===== config.mk =====
export PLATFORM = sky130hd
export DESIGN_NAME = coalescing_event_queue_top_flat
export DESIGN_NICKNAME = d
export VERILOG_FILES = /design/src/hw/rtl/cevq_pkg.sv /design/src/hw/rtl/cevq_in_if.sv /design/src/hw/rtl/cevq_out_if.sv /design/src/hw/rtl/coalescing_event_queue_top.sv /design/src/flat_wrapper.sv
export SDC_FILE = /design/constraint.sdc
export NUM_CORES = 2
export LEC_CHECK = 0
export BUFFER_PORTS_ARGS = -buffer_cell sky130_fd_sc_hd__buf_2
export CORE_MARGIN = 8
export CORE_UTILIZATION = 52
export CTS_CLUSTER_SIZE = 30
export DETAILED_ROUTE_END_ITERATION = 12
export PLACE_DENSITY = 0.68
export SETUP_SLACK_MARGIN = 0.05
export SYNTH_ARGS = -nofsm -noshare
export SYNTH_HDL_FRONTEND = slang
export SYNTH_SLANG_ARGS = --single-unit

===== constraint.sdc =====
create_clock -name clk -period 14.09 [get_ports clk]
set_input_delay 1.409 -clock clk [delete_from_list [all_inputs] [get_ports clk]]
set_output_delay 1.409 -clock clk [all_outputs]
set_load 0.005 [all_outputs]

===== src/hw/rtl/cevq_pkg.sv =====
// Package with the shared types and constants of the coalescing event queue.
`default_nettype none

package cevq_pkg;

  // Command codes carried by the cmd field.
  localparam logic CMD_PUSH = 1'b0;
  localparam logic CMD_POP  = 1'b1;

  // Event kind codes.
  localparam logic [1:0] KIND_KEY    = 2'd0;
  localparam logic [1:0] KIND_BUTTON = 2'd1;
  localparam logic [1:0] KIND_MOVE   = 2'd2;
  localparam logic [1:0] KIND_WHEEL  = 2'd3;

  // Check limits for the event values.
  localparam logic signed [15:0] KEY_MIN = 16'sd0;
  localparam logic signed [15:0] KEY_MAX = 16'sd255;
  localparam logic signed [15:0] BTN_MIN = 16'sd1;
  localparam logic signed [15:0] BTN_MAX = 16'sd5;
  localparam logic signed [15:0] VAL_NEG = 16'sh8000;
  localparam logic signed [16:0] SUM_MAX = 17'sd32767;
  localparam logic signed [16:0] SUM_MIN = -17'sd32767;

  // One held event.
  typedef struct packed {
    logic [1:0]         kind;
    logic signed [15:0] a;
    logic signed [15:0] b;
  } entry_t;

  // Control sequencer states.
  typedef enum logic [1:0] {
    S_IDLE = 2'b01,
    S_EXEC = 2'b10
  } state_t;

endpackage

`default_nettype wire


===== src/hw/rtl/cevq_in_if.sv =====
// Input channel: one queue command word per handshake.
`default_nettype none

interface cevq_in_if;
  logic               valid;
  logic               ready;
  logic               cmd;
  logic [1:0]         event_kind;
  logic signed [15:0] value_a;
  logic signed [15:0] value_b;

  modport source (output valid, cmd, event_kind, value_a, value_b, input ready);
  modport sink   (input valid, cmd, event_kind, value_a, value_b, output ready);
endinterface

`default_nettype wire


===== src/hw/rtl/cevq_out_if.sv =====
// Result channel: one status and pop word per handshake.
`default_nettype none

interface cevq_out_if #(
  parameter int CNT_W = 7
);
  logic               valid;
  logic               ready;
  logic               accepted;
  logic               healthy;
  logic               out_valid;
  logic [1:0]         out_kind;
  logic signed [15:0] out_a;
  logic signed [15:0] out_b;
  logic [CNT_W-1:0]   fill_level;
  logic [CNT_W-1:0]   high_water;

  modport source (output valid, accepted, healthy, out_valid, out_kind, out_a, out_b,
                  fill_level, high_water, input ready);
  modport sink   (input valid, accepted, healthy, out_valid, out_kind, out_a, out_b,
                  fill_level, high_water, output ready);
endinterface

`default_nettype wire


===== src/hw/rtl/coalescing_event_queue_top.sv =====
// Coalescing event queue: a ring of entries in one synchronous memory, with move merging.
// A word is taken in S_IDLE and its entry is read; S_EXEC ends once the output register
// is free, and the result is registered there. A new word is taken only back in S_IDLE.
// A result waits in the output register while the next word is already taken.
// Reset (rst_n low, synchronous) empties the queue, sets health and clears stop and peak.
// The entry memory itself is not cleared; data read from an unwritten entry is never used.
`default_nettype none

module coalescing_event_queue_top #(
  parameter int QUEUE_DEPTH = 64
) (
  input  wire logic       clk,
  input  wire logic       rst_n,
  input  wire logic       cfg_we,
  input  wire logic       cfg_wdata,
  cevq_in_if.sink         in_evt,
  cevq_out_if.source      out_res
);

  localparam int PTR_W = (QUEUE_DEPTH > 1) ? $clog2(QUEUE_DEPTH) : 1;
  localparam int CNT_W = $clog2(QUEUE_DEPTH + 1);

  cevq_pkg::state_t state_r, state_nxt;

  logic             stop_r;
  logic             health_r, health_nxt;
  logic [PTR_W-1:0] head_r, head_nxt;
  logic [PTR_W-1:0] tail_r, tail_nxt;
  logic [CNT_W-1:0] count_r, count_nxt;
  logic [CNT_W-1:0] peak_r, peak_nxt;

  // Captured command word.
  logic               ex_cmd_r;
  logic [1:0]         ex_kind_r;
  logic signed [15:0] ex_a_r;
  logic signed [15:0] ex_b_r;

  // Entry memory with registered read.
  cevq_pkg::entry_t entry_mem [QUEUE_DEPTH];
  cevq_pkg::entry_t rd_data_r;
  cevq_pkg::entry_t wr_data;
  logic [PTR_W-1:0] rd_addr;
  logic [PTR_W-1:0] wr_addr;
  logic             wr_en;

  // Output register.
  logic               o_valid_r;
  logic               o_accepted_r;
  logic               o_healthy_r;
  logic               o_pop_r;
  logic [1:0]         o_kind_r;
  logic signed [15:0] o_a_r;
  logic signed [15:0] o_b_r;

  logic             in_acc;
  logic             finish;
  logic [PTR_W-1:0] tail_prev;
  logic             active;
  logic             is_push;
  logic             is_pop;
  logic             check_ok;
  logic             full;
  logic signed [16:0] sum_x;
  logic signed [16:0] sum_y;
  logic             merge;
  logic             append;
  logic             pop_ok;
  logic signed [15:0] b_store;
  logic             res_accepted;

  assign in_evt.ready = (state_r == cevq_pkg::S_IDLE);
  assign in_acc       = in_evt.valid && in_evt.ready;
  assign finish       = (state_r == cevq_pkg::S_EXEC) && (!o_valid_r || out_res.ready);

  // Slot of the newest held entry.
  assign tail_prev = (tail_r == '0) ? PTR_W'(QUEUE_DEPTH - 1) : tail_r - 1'b1;

  // Pops read the head entry, pushes read the newest entry for a possible merge.
  assign rd_addr = (in_evt.cmd == cevq_pkg::CMD_POP) ? head_r : tail_prev;

  // Event check.
  always_comb begin
    case (ex_kind_r)
      cevq_pkg::KIND_KEY:    check_ok = (ex_a_r >= cevq_pkg::KEY_MIN) &&
                                        (ex_a_r <= cevq_pkg::KEY_MAX);
      cevq_pkg::KIND_BUTTON: check_ok = (ex_a_r >= cevq_pkg::BTN_MIN) &&
                                        (ex_a_r <= cevq_pkg::BTN_MAX);
      default:               check_ok = (ex_a_r != cevq_pkg::VAL_NEG) &&
                                        (ex_b_r != cevq_pkg::VAL_NEG);
    endcase
  end

  // Merge sums against the newest entry.
  assign sum_x = 17'(rd_data_r.a) + 17'(ex_a_r);
  assign sum_y = 17'(rd_data_r.b) + 17'(ex_b_r);

  assign active  = !stop_r && health_r;
  assign is_push = active && (ex_cmd_r == cevq_pkg::CMD_PUSH);
  assign is_pop  = active && (ex_cmd_r == cevq_pkg::CMD_POP);
  assign full    = (count_r == CNT_W'(QUEUE_DEPTH));
  assign merge   = is_push && check_ok && (ex_kind_r == cevq_pkg::KIND_MOVE) &&
                   (count_r != '0) && (rd_data_r.kind == cevq_pkg::KIND_MOVE) &&
                   (sum_x >= cevq_pkg::SUM_MIN) && (sum_x <= cevq_pkg::SUM_MAX) &&
                   (sum_y >= cevq_pkg::SUM_MIN) && (sum_y <= cevq_pkg::SUM_MAX);
  assign append  = is_push && check_ok && !merge && !full;
  assign pop_ok  = is_pop && (count_r != '0);
  assign b_store = ((ex_kind_r == cevq_pkg::KIND_KEY) ||
                    (ex_kind_r == cevq_pkg::KIND_BUTTON)) ? 16'sd0 : ex_b_r;
  assign res_accepted = merge || append || pop_ok;

  // Write port: merged sums go back to the newest entry, appends go to the tail.
  always_comb begin
    wr_en   = finish && (merge || append);
    wr_addr = merge ? tail_prev : tail_r;
    if (merge) begin
      wr_data = '{kind: cevq_pkg::KIND_MOVE, a: sum_x[15:0], b: sum_y[15:0]};
    end else begin
      wr_data = '{kind: ex_kind_r, a: ex_a_r, b: b_store};
    end
  end

  // Queue bookkeeping for the step being finished.
  always_comb begin
    health_nxt = health_r;
    head_nxt   = head_r;
    tail_nxt   = tail_r;
    count_nxt  = count_r;
    peak_nxt   = peak_r;
    if (is_push && (!check_ok || (!merge && full))) begin
      health_nxt = 1'b0;
    end
    if (append) begin
      tail_nxt  = (tail_r == PTR_W'(QUEUE_DEPTH - 1)) ? '0 : tail_r + 1'b1;
      count_nxt = count_r + 1'b1;
    end
    if (pop_ok) begin
      head_nxt  = (head_r == PTR_W'(QUEUE_DEPTH - 1)) ? '0 : head_r + 1'b1;
      count_nxt = count_r - 1'b1;
    end
    if (count_nxt > peak_r) begin
      peak_nxt = count_nxt;
    end
  end

  // Sequencer.
  always_comb begin
    state_nxt = state_r;
    unique case (state_r)
      cevq_pkg::S_IDLE: if (in_acc) state_nxt = cevq_pkg::S_EXEC;
      cevq_pkg::S_EXEC: if (finish) state_nxt = cevq_pkg::S_IDLE;
      default:          state_nxt = cevq_pkg::S_IDLE;
    endcase
  end

  // Entry memory.
  always_ff @(posedge clk) begin
    if (wr_en) begin
      entry_mem[wr_addr] <= wr_data;
    end
    if (in_acc) begin
      rd_data_r <= entry_mem[rd_addr];
    end
  end

  // Command capture.
  always_ff @(posedge clk) begin
    if (in_acc) begin
      ex_cmd_r  <= in_evt.cmd;
      ex_kind_r <= in_evt.event_kind;
      ex_a_r    <= in_evt.value_a;
      ex_b_r    <= in_evt.value_b;
    end
  end

  // Control state.
  always_ff @(posedge clk) begin
    if (!rst_n) begin
      state_r  <= cevq_pkg::S_IDLE;
      stop_r   <= 1'b0;
      health_r <= 1'b1;
      head_r   <= '0;
      tail_r   <= '0;
      count_r  <= '0;
      peak_r   <= '0;
    end else begin
      state_r <= state_nxt;
      if (cfg_we) begin
        stop_r <= cfg_wdata;
      end
      if (finish) begin
        health_r <= health_nxt;
        head_r   <= head_nxt;
        tail_r   <= tail_nxt;
        count_r  <= count_nxt;
        peak_r   <= peak_nxt;
      end
    end
  end

  // Output valid flag.
  always_ff @(posedge clk) begin
    if (!rst_n) begin
      o_valid_r <= 1'b0;
    end else if (finish) begin
      o_valid_r <= 1'b1;
    end else if (out_res.ready) begin
      o_valid_r <= 1'b0;
    end
  end

  // Output payload; pop fields read zero when nothing was popped.
  always_ff @(posedge clk) begin
    if (finish) begin
      o_accepted_r <= res_accepted;
      o_healthy_r  <= health_nxt;
      o_pop_r      <= pop_ok;
      o_kind_r     <= pop_ok ? rd_data_r.kind : 2'd0;
      o_a_r        <= pop_ok ? rd_data_r.a : 16'sd0;
      o_b_r        <= pop_ok ? rd_data_r.b : 16'sd0;
    end
  end

  assign out_res.valid      = o_valid_r;
  assign out_res.accepted   = o_accepted_r;
  assign out_res.healthy    = o_healthy_r;
  assign out_res.out_valid  = o_pop_r;
  assign out_res.out_kind   = o_kind_r;
  assign out_res.out_a      = o_a_r;
  assign out_res.out_b      = o_b_r;
  assign out_res.fill_level = count_r;
  assign out_res.high_water = peak_r;

  // The fill count never passes the depth.
  a_count_bound: assert property (@(posedge clk) disable iff (!rst_n)
    count_r <= CNT_W'(QUEUE_DEPTH))
    else $error("fill count above queue depth");

  // The high-water mark is never below the fill count.
  a_peak_ge_count: assert property (@(posedge clk) disable iff (!rst_n)
    peak_r >= count_r)
    else $error("high-water mark below fill count");

  // Health, once lost, stays lost until reset.
  a_health_latched: assert property (@(posedge clk) disable iff (!rst_n)
    !health_r |=> !health_r)
    else $error("health flag recovered without reset");

  // A popped entry is always reported as accepted.
  a_pop_accepted: assert property (@(posedge clk) disable iff (!rst_n)
    finish && pop_ok |=> o_valid_r && o_accepted_r && o_pop_r)
    else $error("pop result not flagged as accepted");

endmodule

`default_nettype wire

===== src/flat_wrapper.sv =====
// flat-port wrapper written by rule: the top's interface ports become plain ports
module coalescing_event_queue_top_flat 
#(
  parameter int QUEUE_DEPTH = 64
)
  (clk, rst_n, cfg_we, cfg_wdata, in_evt_valid, in_evt_cmd, in_evt_event_kind, in_evt_value_a, in_evt_value_b, in_evt_ready, out_res_valid, out_res_accepted, out_res_healthy, out_res_out_valid, out_res_out_kind, out_res_out_a, out_res_out_b, out_res_fill_level, out_res_high_water, out_res_ready);
  cevq_in_if in_evt_i ();
  cevq_out_if out_res_i ();
  input  wire logic clk;
  input  wire logic rst_n;
  input  wire logic cfg_we;
  input  wire logic cfg_wdata;
  input wire logic [$bits(in_evt_i.valid)-1:0] in_evt_valid;
  input wire logic [$bits(in_evt_i.cmd)-1:0] in_evt_cmd;
  input wire logic [$bits(in_evt_i.event_kind)-1:0] in_evt_event_kind;
  input wire logic [$bits(in_evt_i.value_a)-1:0] in_evt_value_a;
  input wire logic [$bits(in_evt_i.value_b)-1:0] in_evt_value_b;
  output wire logic [$bits(in_evt_i.ready)-1:0] in_evt_ready;
  output wire logic [$bits(out_res_i.valid)-1:0] out_res_valid;
  output wire logic [$bits(out_res_i.accepted)-1:0] out_res_accepted;
  output wire logic [$bits(out_res_i.healthy)-1:0] out_res_healthy;
  output wire logic [$bits(out_res_i.out_valid)-1:0] out_res_out_valid;
  output wire logic [$bits(out_res_i.out_kind)-1:0] out_res_out_kind;
  output wire logic [$bits(out_res_i.out_a)-1:0] out_res_out_a;
  output wire logic [$bits(out_res_i.out_b)-1:0] out_res_out_b;
  output wire logic [$bits(out_res_i.fill_level)-1:0] out_res_fill_level;
  output wire logic [$bits(out_res_i.high_water)-1:0] out_res_high_water;
  input wire logic [$bits(out_res_i.ready)-1:0] out_res_ready;
  assign in_evt_i.valid = in_evt_valid;
  assign in_evt_i.cmd = in_evt_cmd;
  assign in_evt_i.event_kind = in_evt_event_kind;
  assign in_evt_i.value_a = in_evt_value_a;
  assign in_evt_i.value_b = in_evt_value_b;
  assign in_evt_ready = in_evt_i.ready;
  assign out_res_valid = out_res_i.valid;
  assign out_res_accepted = out_res_i.accepted;
  assign out_res_healthy = out_res_i.healthy;
  assign out_res_out_valid = out_res_i.out_valid;
  assign out_res_out_kind = out_res_i.out_kind;
  assign out_res_out_a = out_res_i.out_a;
  assign out_res_out_b = out_res_i.out_b;
  assign out_res_fill_level = out_res_i.fill_level;
  assign out_res_high_water = out_res_i.high_water;
  assign out_res_i.ready = out_res_ready;
  coalescing_event_queue_top #(.QUEUE_DEPTH(QUEUE_DEPTH)) u_core (.clk(clk), .rst_n(rst_n), .cfg_we(cfg_we), .cfg_wdata(cfg_wdata), .in_evt(in_evt_i), .out_res(out_res_i));
endmodule

Yosys cells after proc, flatten, opt, wreduce, memory -nomap -nowiden
Memories as Yosys holds them, arrays and structs flattened. A register that Yosys moved wholly into a read port is not among the register bits.
Index checks and enable logic that the tools add are counted.
{"block": "word_totals", "reg_bits": 103, "mem_bits_rw": 2176, "input_bits": 41, "output_inout_bits": 53, "wordCells": 106, "mem_count": 1}
{"name": "u_core.entry_mem", "depth": 64, "word_bits": 34, "read_ports": 1, "rd_ports_with_merged_regs": 1, "write_ports": 1, "line_no": "coalescing_event_queue_top.sv:39", "rtl": "cevq_pkg::entry_t entry_mem [QUEUE_DEPTH];"}
{"block": "classes", "add_sub_neg": 7, "order_cmp": 9, "n_eq_ne": 12, "n_mux": 18, "n_bitwise": 1, "n_reduce_logical": 40}
{"operator": "adder 16 x 16 -> 17 bit", "count": 2}
{"operator": ">= comparator 17 x 16 -> 1 bit (second input constant)", "count": 2}
{"operator": "less-or-equal comparator 17 x 16 -> 1 bit (second input constant)", "count": 2}
{"operator": "two-way mux 34 bit", "count": 1}
{"operator": "!= test 16 bit (second input constant)", "count": 2}
{"operator": "two-way mux 6 bit", "count": 5}
{"operator": "logical AND 1 bit", "count": 22}
{"operator": ">= comparator 16 x 1 -> 1 bit (second input constant)", "count": 1}
{"operator": ">= comparator 16 x 2 -> 1 bit (second input constant)", "count": 1}
{"operator": "less-or-equal comparator 16 x 4 -> 1 bit (second input constant)", "count": 1}
{"operator": "less-or-equal comparator 16 x 9 -> 1 bit (second input constant)", "count": 1}
{"operator": "two-way mux 16 bit", "count": 1}
{"operator": "two-way mux 7 bit", "count": 2}
{"operator": "adder 6 x 1 -> 6 bit (second input constant)", "count": 2}
{"operator": "== test 6 bit (second input constant)", "count": 2}
{"operator": "AND reduction 2 bit", "count": 4}
{"operator": "adder 7 x 1 -> 7 bit (second input constant)", "count": 1}
{"operator": "== test 7 bit (second input constant)", "count": 1}
{"operator": "greater-than comparator 7 bit", "count": 1}
{"operator": "nonzero test 7 bit", "count": 1}
{"operator": "subtractor 7 x 1 -> 7 bit (second input constant)", "count": 1}
{"operator": "== test 2 bit (second input constant)", "count": 3}
{"operator": "zero test 6 bit", "count": 1}
{"operator": "subtractor 6 x 1 -> 6 bit (second input constant)", "count": 1}
{"operator": "12 further kinds", "count": 26}

Logic depth before layout (Yosys ltp)
{"block": "depth", "depth_word": 18, "depth_mapped": 25}

Worst setup path before layout
OpenSTA, ideal clock, no wires.
{"block": "synth_path", "path_kind": "reg-to-reg", "start": "register u_core.ex_b_r[0]", "end": "memory u_core.entry_mem[0][30] (netlist bit) (data pin)", "setup_time_ns": 0.702, "arrival_ns": 6.121, "setup_slack_ns": 7.267, "path_stages_with_launch": 15, "path_buffers": 3, "synth_period_minus_slack_ns": 6.823, "cell_sequence": "edfxtp_1 -> ha_1 -> fa_1 -> a21o_1 -> a221oi_1 -> o221ai_1 -> xnor2_1 -> a21bo_2 -> and4b_1 -> a22o_1 -> or2_2 -> clkbuf_1 -> clkbuf_1 -> clkbuf_1 -> o21ai_0"}
{"item": "from (decl)", "line_no": "coalescing_event_queue_top.sv:36", "rtl": "logic signed [15:0] ex_b_r;"}
{"item": "from (signal assigned)", "line_no": "coalescing_event_queue_top.sv:171", "rtl": "ex_b_r <= in_evt.value_b;"}
{"item": "to (decl)", "line_no": "coalescing_event_queue_top.sv:39"}

Worst setup path in the final report
{"block": "layout_path", "start": "register u_core.tail_r[0]", "end": "register u_core.rd_data_r[17] (netlist name)"}
{"block": "layout_between", "elab_chain_cells": 3, "elab_cells_between_ends": 4, "classes_between": "add/sub (1); mux (2); reduce/logical (1)"}
{"item": "from (decl)", "line_no": "coalescing_event_queue_top.sv:28", "rtl": "logic [PTR_W-1:0] tail_r, tail_nxt;"}
{"item": "from (signal assigned)", "line_no": "coalescing_event_queue_top.sv:193", "rtl": "tail_r <= tail_nxt;"}
{"item": "subtractor 6 x 1 -> 6 bit or zero test 6 bit (tied branches)", "line_no": "coalescing_event_queue_top.sv:76", "rtl": "assign tail_prev = (tail_r == '0) ? PTR_W'(QUEUE_DEPTH - 1) : tail_r - 1'b1;"}
{"item": "two-way mux 6 bit (*)", "line_no": "coalescing_event_queue_top.sv:76"}
{"item": "two-way mux 6 bit (*)", "line_no": "coalescing_event_queue_top.sv:79", "rtl": "assign rd_addr = (in_evt.cmd == cevq_pkg::CMD_POP) ? head_r : tail_prev;"}
Every way passes the cells marked *; elsewhere a longest branch is shown, timed or not.
A chain may end at the register's enable or synchronous reset.

==> run metrics <==
row count=154; mux cell area share after synthesis=13.6%; top post-synthesis cells by area=edfxtp_1 74%, mux4_2 13%, nand2_1 1.5%; initial antenna violation count=12; fin util=58.9%; post-layout net count=5,009; Most used DFF post-synth=edfxtp_1; syn_nets=4,805; sequential share of power=53.3%; DP Wirelength=127,000 um; CTS resizes=0; relative slew slack=5.06%; Cell Int Power=11.2 mW; xor/xnor share of the synthesized area=0.262%; via count=48,477; First DRT Iteration DRCs=5,866; critical path endpoint category=flop; Slew @ Worst Pin=1.42 ns; Vias per Instance=6.50; Pins Over Slew Limit=0; Residual DRC=0; worst-path cell chain=inv_1 -> ha_1 -> nand3b_1 -> nand2_1 -> mux2i_4 -> buf_12 -> buf_4 -> buf_4 -> mux4_2 -> and2_1 -> a211oi_1 -> a311oi_1 -> a211oi_1 -> a21oi_1; GPL Wtd Cong=0.923; LEAKAGE=32.6 nW; Max Freq=140 MHz; setup ws final=6.97 ns; cts hold-fix bufs=0; Synth Instances=4,716; largest net degree at the start of global routing=139; post-synth cell types=85; final hold violations=0; global-route wire length before repair=342,000 um; EDFF count, synth=2,282; logic gate share of total power=6.0%; Post-Route WL=240,000 um; largest family of logic cells by synthesized area=multiplexers; dpl ws=6.67 ns; critical path data required time=14.60 ns; register area share after synthesis=75.1%; drt pass-1 iters=6; Clock power frac=40.7%; H-tree levels=4; post-synthesis cell area=0.0921 mm^2; die area=0.191 mm^2; setup violators final=0; share of cells above drive strength 1=24.5%; setup tns final=0 ns; pwr dens=138 mW/mm^2; Hold WC Path Type=flop to flop; minimum clock period=7.12 ns; Initial Utilization=52.3%; Max Cap Viol=0; critical path's largest stage delay=1.12 ns; GRT Resource Usage Total=24.6%; synthesized area per cell=19.5 um^2; Clock Pin Slew Worst Setup and Hold Paths=0.07 ns; P_sw=3.11 mW; compound-gate portion of the synthesized area=4.74%; DR WL/cell=32.2 um; final period utilization=50.5%; Root Buffer=clkbuf_16; port bufs=93; post-synthesis adder-cell area fraction=0.669%; RSZ-0062 raised after global routing=false; Setup crit start kind=flop; Synth async-reset ratio=0%; maximum vdd drop=0.134 mV; TritonCTS clock tree=done; flops & latches, synth=2,313; status=completed; crit-path max FO=95; Num CTS Buffers=220; number of global-route vias before repair=48,076; largest area contributor in the netlist=edfxtp_1; worst setup path category=flop to flop; Die Y=437 um; Critical path buffers and inverters=4; worst-skew pair later-pin latency=0.86 ns; Clock Tree Buf Depth=3; Worst Skew=0.0353 ns; I/O Pins=94; Synth Area in Simple Gates=4.35%; critical path's slowest cell=a211oi_1; total power=14.3 mW; Die W=437 um; post-CTS setup buffer count=0; core area=0.176 mm^2; Top delay family on crit path=buffers and inverters; total gr overflow=0; critical path data arrival time=7.63 ns; switch share=21.7%; CTS sink count=2,313; area grow syn2layout=12.7%; Synth top area share=74.4%; YS warnings=0; post-route ant nets=0; final-layout fill cell count=12,646
-- logic make-up (layout without fill, tap and decap cells) --
family          Yosys count  count (layout)
buf+inv                 315             710
mux                     566             566
compound gates          622             622
fa+ha+maj                48              48
simple gates            826             826
xor+xnor                 26              26
flops                  2313            2313
other cells               0               4
-- per-layer routing --
metal	share of wire [%]	track usage (%)	vias to the layer above
li1	-	-	19932
met1	40	34.5	25748
met2	48	39.7	2375
met3	8.8	4.60	414
met4	3.1	7.90	8
met5	0.022	0	-
-- worst reg2reg max path, stage by stage, from the launching register on --
cell and delay [ns]:
dfxtp_1 0.70, inv_1 0.27, ha_1 0.27, nand3b_1 0.21
nand2_1 0.27, mux2i_4 0.26, buf_12 0.66, buf_4 0.81
buf_4 0.77, mux4_2 0.63, and2_1 0.16, a211oi_1 0.28
a311oi_1 0.09, a211oi_1 1.12, a21oi_1 0.29
-- Yosys cell counts (all sizes together), types with 5 or more instances --
master,number
a21o,14
nor3,49
mux2i,18
nand3,37
nor4b,7
o21a,11
nor4,12
or3,16
o211ai,9
a21boi,7
and3,17
inv,34
clkbuf,208
a22oi,5
and4,8
buf,72
a311oi,71
a2111oi,5
or2,8
nand4,14
dfxtp,31
nor2,77
nor2b,11
xnor2,16
a31oi,75
nand2,376
o31a,6
nand2b,9
mux4,544
and2,171
edfxtp,2282
o21ai,59
xor2,9
ha,46
a21oi,122
a211oi,182
-- worst paths after layout --
kind	startpoint	to	slack (ns)	depth (start not counted)
worst max-delay path	u_core.tail_r[0]	u_core.rd_data_r[17]	6.97	14
worst min-delay path	u_core.health_r	u_core.health_r	0.47	2
worst max register to register	u_core.tail_r[0]	u_core.rd_data_r[17]	6.97	14
worst min register to register	u_core.health_r	u_core.health_r	0.47	2
-- per-stage QoR --
stage / area [um^2] / cells / hold WS (ns)
global route: 104000 / 7454 / 0.492
CTS: 104000 / 7451 / 0.467
global placement: 96600 / 7037 / 0.452
detailed placement: 96700 / 7038 / 0.457
finish: 104000 / 7455 / 0.467
floorplan: 92100 / 4716 / 0.438
-- cells in the final DEF (no fill, tap or decap), types with 28 or more instances in the layout --
| cell type | Yosys | routed |
|---|---|---|
| and2_1 | 171 | 170 |
| ha_1 | 46 | 46 |
| o21ai_0 | 56 | 31 |
| edfxtp_1 | 2282 | 2282 |
| a31oi_1 | 75 | 75 |
| clkinv_2 | 0 | 35 |
| clkinv_1 | 1 | 61 |
| clkbuf_1 | 208 | 45 |
| dfxtp_1 | 31 | 31 |
| a311oi_1 | 70 | 70 |
| mux4_2 | 544 | 544 |
| nor2_1 | 75 | 55 |
| nand3_1 | 36 | 36 |
| clkbuf_16 | 0 | 223 |
| a21oi_1 | 121 | 114 |
| nor3_2 | 0 | 28 |
| nand2_1 | 376 | 373 |
| buf_4 | 0 | 163 |
| inv_1 | 34 | 33 |
| buf_2 | 12 | 93 |
| a211oi_1 | 182 | 167 |
-- sequential cells by signal, summed over array words and instances, names as in the netlist --
| name | count |
|---|---|
| u_core.out_res.high_water | 7 |
| u_core.out_res.out_a | 16 |
| u_core.entry_mem | 2176 |
| u_core.state_r | 2 |
| u_core.ex_b_r | 16 |
| u_core.tail_r | 6 |
| u_core.head_r | 6 |
| u_core.ex_kind_r | 2 |
| u_core.out_res.healthy | 1 |
| u_core.out_res.accepted | 1 |
| u_core.out_res.out_b | 16 |
| u_core.rd_data_r | 34 |
| u_core.out_res.out_kind | 2 |
| u_core.ex_cmd_r | 1 |
| u_core.out_res.fill_level | 7 |
| u_core.out_res.out_valid | 1 |
| u_core.out_res.valid | 1 |
| u_core.stop_r | 1 |
| u_core.health_r | 1 |
| u_core.ex_a_r | 16 |
-- final cells by class --
class,count,area [um^2],share of cell area [%]
clock buffer,268,5750,5.54
multi-input combinational,2088,22700,21.8
clock inverter,145,1360,1.31
antenna,4,10.0,0.00964
sequential,2313,69100,66.6
inverter,35,131,0.127
tap,2340,2930,2.82
timing repair buffer,262,1810,1.74
-- power by group through the flow --
stage / clock network (mW) / registers [mW] / logic, mW
floorplan: 0 / 7.77 / 0.554
global placement: 0 / 7.77 / 0.848
detailed placement: 0 / 7.77 / 0.857
CTS: 5.91 / 7.62 / 0.860
global route: 6.15 / 7.62 / 0.924
finish: 5.82 / 7.63 / 0.864
No activity file was read; power rests on OpenSTA's default activity.
